**config.mk**
```make
export PLATFORM = sky130hd
export DESIGN_NAME = slru_way_pick
export DESIGN_NICKNAME = d
export VERILOG_FILES = /design/src/hw/rtl/slru_pkg.sv /design/src/hw/rtl/slru_way_pick.sv
export SDC_FILE = /design/constraint.sdc
export NUM_CORES = 1
export LEC_CHECK = 0
export ABC_AREA = 1
export BUFFER_PORTS_ARGS = -buffer_cell sky130_fd_sc_hd__buf_2
export CAP_MARGIN = 10
export CORE_AREA = 5 5 327 329
export DETAILED_ROUTE_END_ITERATION = 12
export DIE_AREA = 0 0 332 334
export PLACE_DENSITY = 0.43
export SYNTH_ARGS = -nofsm -noshare
export SYNTH_HDL_FRONTEND = slang
export SYNTH_SLANG_ARGS = --single-unit
export TNS_END_PERCENT = 50
```
**constraint.sdc**
```tcl
create_clock -name vclk -period 7.4
set_clock_uncertainty 0.2 [all_clocks]
set_input_delay 0.37 -clock vclk [all_inputs]
set_output_delay 0.37 -clock vclk [all_outputs]
set_load 0.005 [all_outputs]
```
**src/hw/rtl/slru_pkg.sv**
```systemverilog
// Shared types, constants and helpers for the set-associative LRU cache model.
package slru_pkg;

    localparam int MAX_SET_BITS = 6;
    localparam int MAX_WAYS     = 8;

    localparam int NUM_SETS = 1 << MAX_SET_BITS;
    localparam int SET_AW   = (MAX_SET_BITS > 0) ? MAX_SET_BITS : 1;
    localparam int WAY_W    = (MAX_WAYS > 1) ? $clog2(MAX_WAYS) : 1;
    localparam int WCNT_W   = $clog2(MAX_WAYS + 1);
    // leaves of the min-stamp tree, ways rounded up to a power of two
    localparam int WAY_LEAVES = 1 << WAY_W;

    localparam int TAG_W   = 64;
    localparam int ADDR_W  = 64;
    localparam int STAMP_W = 32;
    localparam int CNT_W   = 32;
    localparam int CMD_W   = 2;

    // configuration register widths and indexes
    localparam int CFG_SET_W  = 3;
    localparam int CFG_BLK_W  = 6;
    localparam int CFG_WAYS_W = 4;
    localparam int CFG_IDX_W  = 2;
    localparam int CFG_DATA_W = 6;

    localparam logic [CFG_IDX_W-1:0] CFG_SET_BITS = 2'd0;
    localparam logic [CFG_IDX_W-1:0] CFG_BLK_BITS = 2'd1;
    localparam logic [CFG_IDX_W-1:0] CFG_WAYS     = 2'd2;

    // width of the clamped set-bit count
    localparam int SB_W = ($clog2(MAX_SET_BITS + 1) > CFG_SET_W) ?
                          $clog2(MAX_SET_BITS + 1) : CFG_SET_W;
    localparam int SHSUM_W = 7;

    localparam logic [CMD_W-1:0] CMD_LOAD   = 2'd0;
    localparam logic [CMD_W-1:0] CMD_STORE  = 2'd1;
    localparam logic [CMD_W-1:0] CMD_MODIFY = 2'd2;
    localparam logic [CMD_W-1:0] CMD_NONE   = 2'd3;

    typedef struct packed {
        logic               valid;
        logic [TAG_W-1:0]   tag;
        logic [STAMP_W-1:0] stamp;
    } t_line;

    typedef t_line [MAX_WAYS-1:0] t_row;

    localparam int ROW_W = $bits(t_row);

    // lookup result handed from the way picker to the controller
    typedef struct packed {
        logic             hit;
        logic             evict;
        logic [WAY_W-1:0] way;
    } t_pick;

    function automatic logic [CNT_W-1:0] sat_add(input logic [CNT_W-1:0] cnt,
                                                 input logic [1:0] inc);
        logic [CNT_W:0] sum;
        sum = {1'b0, cnt} + {{(CNT_W - 1){1'b0}}, inc};
        return sum[CNT_W] ? {CNT_W{1'b1}} : sum[CNT_W-1:0];
    endfunction

endpackage

```
**src/hw/rtl/slru_way_pick.sv**
```systemverilog
// Way selection: tag match, first free way, and LRU victim over one set row.
module slru_way_pick (
    input  slru_pkg::t_row                  i_row,
    input  logic [slru_pkg::TAG_W-1:0]      i_tag,
    input  logic [slru_pkg::WCNT_W-1:0]     i_ways,
    output slru_pkg::t_pick                 o_pick
);

    typedef struct packed {
        logic                          en;
        logic [slru_pkg::STAMP_W-1:0]  stamp;
        logic [slru_pkg::WAY_W-1:0]    idx;
    } t_node;

    logic                         hit;
    logic [slru_pkg::WAY_W-1:0]   hit_way;
    logic                         free;
    logic [slru_pkg::WAY_W-1:0]   free_way;
    t_node                        nodes [1:2*slru_pkg::WAY_LEAVES-1];

    // lowest matching way and lowest invalid way among the ways in use
    always_comb begin
        hit      = 1'b0;
        hit_way  = '0;
        free     = 1'b0;
        free_way = '0;
        for (int i = slru_pkg::MAX_WAYS - 1; i >= 0; i--) begin
            if (slru_pkg::WCNT_W'(i) < i_ways) begin
                if (i_row[i].valid && (i_row[i].tag == i_tag)) begin
                    hit     = 1'b1;
                    hit_way = slru_pkg::WAY_W'(i);
                end
                if (!i_row[i].valid) begin
                    free     = 1'b1;
                    free_way = slru_pkg::WAY_W'(i);
                end
            end
        end
    end

    // min-stamp tree; the left child has the lower way, so it wins ties
    always_comb begin
        for (int i = 0; i < slru_pkg::WAY_LEAVES; i++) begin
            if (i < slru_pkg::MAX_WAYS) begin
                nodes[slru_pkg::WAY_LEAVES + i].en    = (slru_pkg::WCNT_W'(i) < i_ways);
                nodes[slru_pkg::WAY_LEAVES + i].stamp = i_row[i].stamp;
            end else begin
                nodes[slru_pkg::WAY_LEAVES + i].en    = 1'b0;
                nodes[slru_pkg::WAY_LEAVES + i].stamp = '0;
            end
            nodes[slru_pkg::WAY_LEAVES + i].idx = slru_pkg::WAY_W'(i);
        end
        for (int n = slru_pkg::WAY_LEAVES - 1; n >= 1; n--) begin
            if (!nodes[2*n].en) begin
                nodes[n] = nodes[2*n + 1];
            end else if (nodes[2*n + 1].en &&
                         (nodes[2*n + 1].stamp < nodes[2*n].stamp)) begin
                nodes[n] = nodes[2*n + 1];
            end else begin
                nodes[n] = nodes[2*n];
            end
        end
    end

    always_comb begin
        o_pick.hit = hit;
        if (hit) begin
            o_pick.evict = 1'b0;
            o_pick.way   = hit_way;
        end else if (free) begin
            o_pick.evict = 1'b0;
            o_pick.way   = free_way;
        end else begin
            o_pick.evict = 1'b1;
            o_pick.way   = nodes[1].idx;
        end
    end

endmodule

```
After elaboration in Yosys (flattened, before gate mapping) --
Cells that the tools add are included.
Cells by class: mux-type cells 80, equality and inequality tests 8, $lt $le $gt $ge 15, reductions and logical operators 15
Operators by type and width (count):
- $eq 64x64->1 | 8
- $mux 36 | 12
- $lt 32x32->1 | 7
- $mux 3 | 34
- $mux 1 | 32
- $lt 3x4->1 const A | 4
- $logic_and 1x1->1 | 15
- $lt 1x4->1 const A | 2
- $lt 2x4->1 const A | 2
- $mux 4 | 2
Storage, ports and cells: output and inout bits 5, register bits 0, logic and storage cells 118, input port bits 844

Depth between registers and ports, before layout --
Gate-level depths: netlist of run 1.
depth after elaboration 19, gate-level depth with buffers 47, mapped depth without buffers 45

Worst setup path after synthesis of run 1 --
Ideal clock, no wire load.
path kind input-to-output, start point input i_row[415] in the netlist's numbering, end point output o_pick[1] in the netlist's numbering, arrival 5061 ps, path buffers 3, required time 6830 ps, stages 36, path slack 1769 ps, cell sequence inv_1 -> ha_1 -> a21oi_1 -> o21ai_0 -> nand2_1 -> o2111ai_1 -> nor2_1 -> nand2_1 -> nand2_1 -> clkbuf_1 -> nor2_1 -> a21oi_1 -> ha_1 -> a21oi_1 -> nor2_1 -> a211oi_1 -> o221ai_1 -> a211oi_1 -> nand2_1 -> nand2_1 -> clkbuf_1 -> buf_1 -> nand2_1 -> o21ai_0 -> ha_1 -> a21oi_1 -> nor2_1 -> a211oi_1 -> o21ai_0 -> a221oi_1 -> o221ai_1 -> inv_1 -> nand3_1 -> nand2_1 -> nand2_1 -> a21oi_2
RTL lines:
- start, declared | line slru_way_pick.sv:3 | input slru_pkg::t_row i_row,
- end, declared | line slru_way_pick.sv:6 | output slru_pkg::t_pick o_pick

==> impl_metrics.tcl, run 1 <==
set metrics [dict create \
    final.min_clock_period_ps 6760 \
    finish.net_count 4265 \
    cp_top_family "compound AO/OA/AOI/OAI gates" \
    cell_internal_pwr_w 0.000655 \
    placed_area_sq_um 19800 \
    vias 21600 \
    start_util_pct 13.3 \
    p_leak_nw 10.3 \
    synth_area_sq_um 13700 \
    drtIter0Drc 1562 \
    worstMarginPinSlew_ps 1130 \
    cp.required_ps 6830 \
    seqPwrFrac_pct 0 \
    drv_cap 0 \
    setup_viol 0 \
    slew_viol_final 0 \
    multi_input_area_sq_um 12200 \
    final_area_sq_um 19900 \
    drcViolationCount 0 \
    slew_headroom_pct 24.8 \
    p_clk_share_pct 0 \
    wl_per_cell_microns 30.9 \
    p_per_area_nw_per_um2 90.6 \
    hold_viol_final 0 \
    synth_top_family_by_area "simple AND/OR/NAND/NOR gates" \
    dieArea_sq_um 111000 \
    fill_cells 12300 \
    synthAdderAreaFrac_pct 19.9 \
    hold_path_depth 6 \
    drive_above_1_share_pct 30.0 \
    utilization_pct 19.3 \
    p_switching_w 0.00115 \
    synth_xor_area_share_pct 10.3 \
    synthTopCellsByArea "ha_1, nand2_1, o21ai_0" \
    die_width_microns 332 \
    coreArea_sq_um 103000 \
    area_growth_pct 45.8 \
    ctsHoldBuffers 0 \
    viasPerCell 4.67 \
    synthTopCellsByCount "nand2_1, inv_1, o21ai_0" \
    chipHeight_microns 334 \
    yosysTopAreaCell "ha_1" \
    crit_buf_inv 6 \
    worst_path_max_delay_cell "o21ai_1" \
    synth-compound-area-share_pct 29.0 \
    place_hpwl_microns 129000 \
    crit_top_cell "nand2_1" \
    num_rows 118 \
    design.seq.count 0 \
    cpPeakStageDelay_ps 370 \
    synth-simple-area-share_pct 29.6 \
    fin_crit_sh_pct 91.4 \
    start_kind "input pin" \
    grt_pass1_vias 21000 \
    seq_area_frac_synth_pct 0 \
    avgSynthCellArea_sq_um 5.72 \
    grt_util_all_layers_pct 24.0 \
    ys_types 46 \
    seqCellArea_sq_um 0 \
    antenna_found_initial 122 \
    drtPass1Iterations 5 \
    grt-ovfl-total 0 \
    worstHoldStart "i_row[484]" \
    max_freq_ghz 0.148 \
    cp-end-kind "output port" \
    cts_setup_buffers 0 \
    gp_congestion 1.01 \
    yosysWarnings 0 \
    port_buffers 849 \
    combPwrFrac_pct 100.0 \
    synth_fp_nets 3452 \
    netlist.area_leader.share_pct 19.9 \
    ir_drop_mv 0.0328 \
    drt_wl_total_microns 143000 \
    min_path_type "in -> out" \
    path_max_fanout 22 \
    status "completed" \
    synth.area.mux_share_pct 0 \
    ant_nets 0 \
    critPathArrivalTime_ps 6190 \
    clock_buffers 0 \
    worst-setup-path-type "in -> out" \
    io_pins 849 \
    switching_share_pct 63.7 \
    grt_start_max_net_pins 64 \
    yosysMostFrequentCell "nand2_1" \
    grt_pass1_wl_microns 183000 \
    min_to "o_pick[3]" \
    syn_inst 2391 \
]
through the flow:
stage | power, W | hold WS [ps] | TNS (ps) | std cells | worst slack, ps
finish | 0.00181 | 1280 | 0 | 4626 | 639
global route | 0.00200 | 1290 | -0.302 | 4604 | -0.302
CTS | 0.00181 | 1280 | 0 | 4582 | 108
detailed placement | 0.00180 | 1280 | -886 | 4582 | -359
global placement | 0.00180 | 1250 | -696 | 4582 | -306
floorplan | 0.000928 | 731 | 0 | 2391 | 1770
how the worst max path moves through the flow:
stage                          start         to  slack, ps  cells after the start
after detailed placement  i_row[225]  o_pick[0]       -360                     36
after floorplan           i_row[415]  o_pick[1]       1770                     36
after CTS                 i_row[613]  o_pick[0]        110                     36
final                     i_row[613]  o_pick[0]        640                     36
after global placement    i_row[225]  o_pick[0]       -310                     36
after global routing       i_ways[3]  o_pick[0]       -0.3                     33
cells by family after synthesis:
kind of cell / count (synthesis)
compound gates: 667
fa+ha+maj: 217
buf+inv: 408
simple gates: 938
xor+xnor: 161
cell usage in the layout (no fill, tap or decap), types with 3 or more instances in the layout:
master	count
a2111oi_0	11
a211oi_1	21
a21boi_0	3
a21oi_1	159
a221o_1	3
a221oi_1	60
a22o_1	12
a31oi_1	7
buf_12	4
buf_2	849
buf_4	50
clkinv_1	11
diode_2	44
ha_1	217
inv_1	300
inv_2	4
nand2_1	547
nand2_2	5
nand3_1	48
nand3b_1	4
nand4_1	56
nor2_1	169
nor2_2	3
nor3_1	8
nor3b_1	4
nor4_1	47
nor4_2	3
o2111ai_1	14
o21a_1	6
o21ai_0	244
o21ai_1	17
o21ai_2	5
o221ai_1	3
o22ai_1	90
or2_2	28
or4_1	8
xnor2_1	71
xor2_1	90
power groups by stage:
stage	sequential, W	combinational, W	clock (W)
global route	0	0.00200	0.000000000401
CTS	0	0.00181	0
detailed placement	0	0.00180	0
floorplan	0	0.000928	0
global placement	0	0.00180	0
finish	0	0.00181	0.000000000763
tightest hold or removal path: stages:
cell	delay [ps]
buf_2	170
o22ai_1	150
nor2_1	90
nand2_1	110
nor2_1	50
buf_2	150
what timing repair did:
item | 4_1_cts | 5_1_grt
pin swaps | 0 | 0
gates resized for setup | 6 | 27
endpoints found under the setup margin | 3 | 3
layer usage:
metal  track usage (%)  part of all wire [%]  vias up  wire length, microns
met5                 0                  0.15        -                   218
met3              5.14                   7.4      363                 10500
met2              45.4                    51     1235                 72800
met1              25.5                    36     9982                 51200
met4              10.7                   5.8       32                  8370
li1                  -                     -     9996                     -
final cells by class:
type	count	share of cell area [%]
Tap cell	1380	8.66
Antenna cell	44	0.552
Inverter	316	5.96
Multi-Input combinational cell	1983	61.2
Timing Repair Buffer	903	23.6
Note: power is estimated with default switching activity, not from simulation.
==> run 2, diff against run 1 <==
- ABC_AREA: 1 -> default
- CORE_AREA: 5 5 327 329 -> 5 5 330 332
- DIE_AREA: 0 0 332 334 -> 0 0 335 337
- RECOVER_POWER: default -> 100
==> impl_metrics.tcl, run 2 <==
set metrics [dict create \
    worst_path_max_delay_cell "or4_4" \
    grt_pass1_wl_microns 172000 \
    dp.cells 4644 \
    gp_congestion 0.938 \
    status "finished with violations" \
    synth_area_sq_um 13900 \
    drcViolationCount 0 \
    viasPerCell 4.35 \
    avgSynthCellArea_sq_um 6.76 \
    max_freq_ghz 0.134 \
    pre_cts_ws_ps -1470 \
    yosysMostFrequentCell "xnor2_1" \
    start_kind "input pin" \
    startpoint "i_row[701]" \
    cp.required_ps 6830 \
    drt_wl_total_microns 134000 \
    drtPass1Iterations 6 \
    synthTopCellsByCount "xnor2_1, inv_1, ha_1" \
    final_area_sq_um 24900 \
    crit_end "o_pick[0]" \
    layout_setup_ws_ps -46.3 \
    rsz0062_at_grt "yes" \
    placed_area_sq_um 22900 \
    slew_headroom_pct 26.7 \
    io_pins 849 \
    netlist.area_leader.share_pct 19.5 \
    slew_viol_final 0 \
    p_switching_w 0.00127 \
    finish.net_count 4374 \
    hold_viol_final 0 \
    path_max_fanout 7 \
    die_width_microns 335 \
    ant_nets 0 \
    critPathArrivalTime_ps 6880 \
    grt_pass1_vias 20800 \
    cpPeakStageDelay_ps 470 \
    ys_types 69 \
    drv_cap 0 \
    coreArea_sq_um 106000 \
    p_clk_share_pct 0 \
    seqCellArea_sq_um 0 \
    antenna_found_initial 73 \
    wl_per_cell_microns 28.3 \
    switching_share_pct 51.9 \
    cp-end-kind "output port" \
    chipHeight_microns 337 \
    yosysWarnings 0 \
    grt-ovfl-total 0 \
    worstMarginPinSlew_ps 1090 \
    synth_fp_nets 3117 \
    ir_drop_mv 0.0582 \
    grt_util_all_layers_pct 22.1 \
    finalNonFillerCells 4743 \
    drtIter0Drc 1116 \
    vias 20600 \
    area_growth_pct 79.1 \
    port_buffers 849 \
    yosysTopAreaCell "ha_1" \
    dieArea_sq_um 113000 \
    drive_above_1_share_pct 46.9 \
    violations "negative setup slack" \
    clock_buffers 0 \
    grt_start_max_net_pins 23 \
    place_hpwl_microns 121000 \
    combPwrFrac_pct 100.0 \
    setup_viol 3 \
    synthTopCellsByArea "ha_1, xnor2_1, xor2_1" \
    worst-setup-path-type "in -> out" \
    num_rows 120 \
    fin_crit_sh_pct 101 \
    final.min_clock_period_ps 7450 \
    seqPwrFrac_pct 0 \
    min_path_type "in -> out" \
    p_total_w 0.00246 \
    ctsHoldBuffers 0 \
    final_cell_mix "buf_2, buf_4, xnor2_1" \
    p_per_area_nw_per_um2 98.7 \
    start_util_pct 13.1 \
    design.seq.count 0 \
    cell_internal_pwr_w 0.00118 \
    seq_area_frac_synth_pct 0 \
    final_common_cell "buf_2" \
    p_leak_nw 12.2 \
    syn_inst 2056 \
]
[run 2: cell types whose count changed after synthesis, moves of 37 or more]
cell      change
nand2_1     -417
xor2_1       +80
o22ai_1      -62
nand4_1      +53
a221oi_1     -50
mux2i_1      +37
o21ai_0     -151
inv_1        -73
xnor2_1     +177
[run 2: critical path: cells and delay by family]
| kind | cells | cell delay, ps |
|---|---|---|
| fa+ha+maj | 3 | 880 |
| simple gates | 13 | 2740 |
| buf+inv | 14 | 1890 |
| mux | 1 | 180 |
| compound gates | 7 | 790 |
[run 2: logic make-up (layout without fill, tap and decap cells)]
kind of cell | count (synthesis) | after routing | synth area share (%)
simple gates | 569 | 569 | 20.6
buf+inv | 331 | 1584 | 9.13
fa+ha+maj | 217 | 217 | 19.5
xor+xnor | 418 | 418 | 26.3
other cells | 0 | 29 | 0
mux | 39 | 39 | 2.83
compound gates | 482 | 484 | 21.6
[run 2: power by group through the flow]
stage               clock network [W]  logic, W  registers [W]
floorplan                           0  0.000985              0
global placement                    0   0.00216              0
detailed placement                  0   0.00217              0
CTS                                 0   0.00232              0
global route           0.000000000237   0.00267              0
finish                 0.000000000515   0.00246              0
[run 2: worst min-delay path by stage]
stage / slack [ps] / to / cells after the start / start
detailed placement: 1350 / o_pick[3] / 5 / i_row[96]
floorplan: 790 / o_pick[1] / 3 / i_ways[0]
global route: 1300 / o_pick[2] / 6 / i_row[96]
CTS: 1290 / o_pick[2] / 6 / i_row[96]
global placement: 1350 / o_pick[3] / 5 / i_row[96]
finish: 1260 / o_pick[2] / 6 / i_row[96]
[run 2: timing repair]
item                                    in CTS  in global routing
buffers inserted                            39                 25
endpoints found under the setup margin       3                  3
gates resized for setup                    129                168
pin swaps                                   29                 70
cloned                                       3                  5
[run 2: layer usage]
| layer | GRT usage [%] | wire length (microns) | up-vias |
|---|---|---|---|
| met2 | 41.8 | 68600 | 941 |
| met3 | 4.13 | 8950 | 224 |
| li1 | - | - | 9817 |
| met1 | 24.4 | 49600 | 9599 |
| met4 | 8.44 | 6890 | 32 |
| met5 | 0 | 189 | - |
[run 2: layout make-up]
class,instances,area [sq um]
well taps,1403,1760
fillers,12100,81100
diodes,29,72.6
multi-input cells,1727,13900
inverters,229,862
repair buffers,1355,8350
[run 2: metrics by stage]
stage	TNS (ps)	hold slack (ps)	util, %
after floorplan	0	789	-
after global placement	-3840	1350	21.6
after detailed placement	-3850	1350	21.6
after CTS	-462	1290	22.4
after global routing	-1050	1300	23.4
final	-72.9	1260	23.5
==> run 3, diff against run 2 <==
- clock period: 7.4 -> 7.6 ns (I/O delays scaled with it)
==> impl_metrics.tcl, run 3 (same netlist as run 2, synthesis figures left out) <==
set metrics [dict create \
    p_leak_nw 12.2 \
    grt_pass1_vias 20900 \
    rsz0062_at_grt "yes" \
    switching_share_pct 51.7 \
    cpPeakStageDelay_ps 370 \
    start_util_pct 13.1 \
    fin_crit_sh_pct 98.0 \
    seqCellArea_sq_um 0 \
    antenna_found_initial 68 \
    chipHeight_microns 337 \
    p_switching_w 0.00126 \
    seqPwrFrac_pct 0 \
    coreArea_sq_um 106000 \
    drv_cap 0 \
    utilization_pct 23.9 \
    combPwrFrac_pct 100.0 \
    ant_nets 0 \
    critPathArrivalTime_ps 6870 \
    drcViolationCount 0 \
    cp-end-kind "output port" \
    area_growth_pct 82.1 \
    drt_wl_total_microns 134000 \
    viasPerCell 4.38 \
    grt-ovfl-total 0 \
    gp_congestion 0.939 \
    dieArea_sq_um 113000 \
    finish.net_count 4358 \
    worst-setup-path-type "in -> out" \
    clock_buffers 0 \
    fill_cells 12100 \
    status "completed" \
    setup_viol 0 \
    final_area_sq_um 25300 \
    num_rows 120 \
    grt_util_all_layers_pct 22.0 \
    worstMarginPinSlew_ps 1120 \
    final_common_cell "buf_2" \
    cp.required_ps 7020 \
    grt_start_max_net_pins 22 \
    max_freq_ghz 0.134 \
    die_width_microns 335 \
    startpoint "i_row[208]" \
    ctsHoldBuffers 0 \
    slew_viol_final 0 \
    final.min_clock_period_ps 7450 \
    ir_drop_mv 0.0738 \
    hold_viol_final 0 \
    port_buffers 849 \
    vias 20700 \
    tns_ps 0 \
    worst_path_max_delay_cell "o311a_4" \
    p_per_area_nw_per_um2 96.4 \
    wl_per_cell_microns 28.3 \
    place_hpwl_microns 119000 \
    layout_setup_ws_ps 153 \
    drtPass1Iterations 8 \
    slew_headroom_pct 24.5 \
    cell_internal_pwr_w 0.00118 \
    p_clk_share_pct 0 \
    crit_end "o_pick[1]" \
    placed_area_sq_um 22700 \
    min_path_type "in -> out" \
    start_kind "input pin" \
    grt_pass1_wl_microns 172000 \
    path_max_fanout 8 \
    drive_above_1_share_pct 48.9 \
    design.seq.count 0 \
    pre_cts_ws_ps -1360 \
    drtIter0Drc 1210 \
    io_pins 849 \
    final_cell_mix "buf_2, buf_4, xnor2_1" \
    crit_top_cell "buf_4" \
]
[run 3: changes by cell type in the layout (fill, tap and decap cells not counted), sizes merged]
cell / before / now
a21oi: 172 / 171
a31oi: 9 / 10
buf: 1352 / 1335
clkinv: 0 / 1
diode: 29 / 35
inv: 229 / 228
or2: 5 / 6
[run 3: how the worst min path moves through the flow]
stage	startpoint	slack [ps]	cells past startpoint	end
2_1_floorplan	i_ways[0]	810	3	o_pick[1]
3_3_place_gp	i_row[96]	1370	5	o_pick[1]
3_5_place_dp	i_row[96]	1380	5	o_pick[3]
4_1_cts	i_row[96]	1300	6	o_pick[2]
5_1_grt	i_row[96]	1350	6	o_pick[2]
6_report	i_row[96]	1280	6	o_pick[2]
[run 3: power by group through the flow]
| stage | clock network, W | registers (W) | logic [W] |
|---|---|---|---|
| 6_report | 0.000000000623 | 0 | 0.00244 |
| 5_1_grt | 0.000000000269 | 0 | 0.00265 |
| 4_1_cts | 0 | 0 | 0.00223 |
| 3_5_place_dp | 0 | 0 | 0.00208 |
| 3_3_place_gp | 0 | 0 | 0.00207 |
| 2_1_floorplan | 0 | 0 | 0.000959 |
[run 3: cell type report]
cell class,instances,area (sq um),share of cell area [%]
Antenna cell,35,87.6,0.346
Multi-Input combinational cell,1728,14300,56.7
Inverter,229,880,3.47
Tap cell,1403,1760,6.93
Timing Repair Buffer,1338,8250,32.6
[run 3: per-layer routing]
layer	share of wire [%]	vias up	global-route usage, %	routed length, microns
met2	51	967	41.2	68000
met4	5.5	32	9.36	7330
met1	37	9682	24.6	49500
met3	6.7	244	3.50	8950
met5	0.14	-	0	184
li1	-	9794	-	-
[run 3: what timing repair did]
item | CTS | global route
setup endpoints to repair | 3 | 3
buffers inserted | 34 | 44
pin swaps | 37 | 107
cloned | 6 | 4
resized for setup | 144 | 276
endpoints found under the hold margin | 0 | 0
[run 3: metrics by stage]
stage	std cells	hold slack [ps]	power [W]
finish	4733	1280	0.00244
global route	4713	1350	0.00265
CTS	4660	1300	0.00223
detailed placement	4622	1380	0.00208
global placement	4622	1370	0.00207
floorplan	2056	809	0.000959
[run 3: worst max-delay path, delay by kind of cell]
kind	cells	cell delay, ps
buf+inv	11	1530
simple gates	11	1470
compound gates	13	2460
mux	1	170
fa+ha+maj	3	860
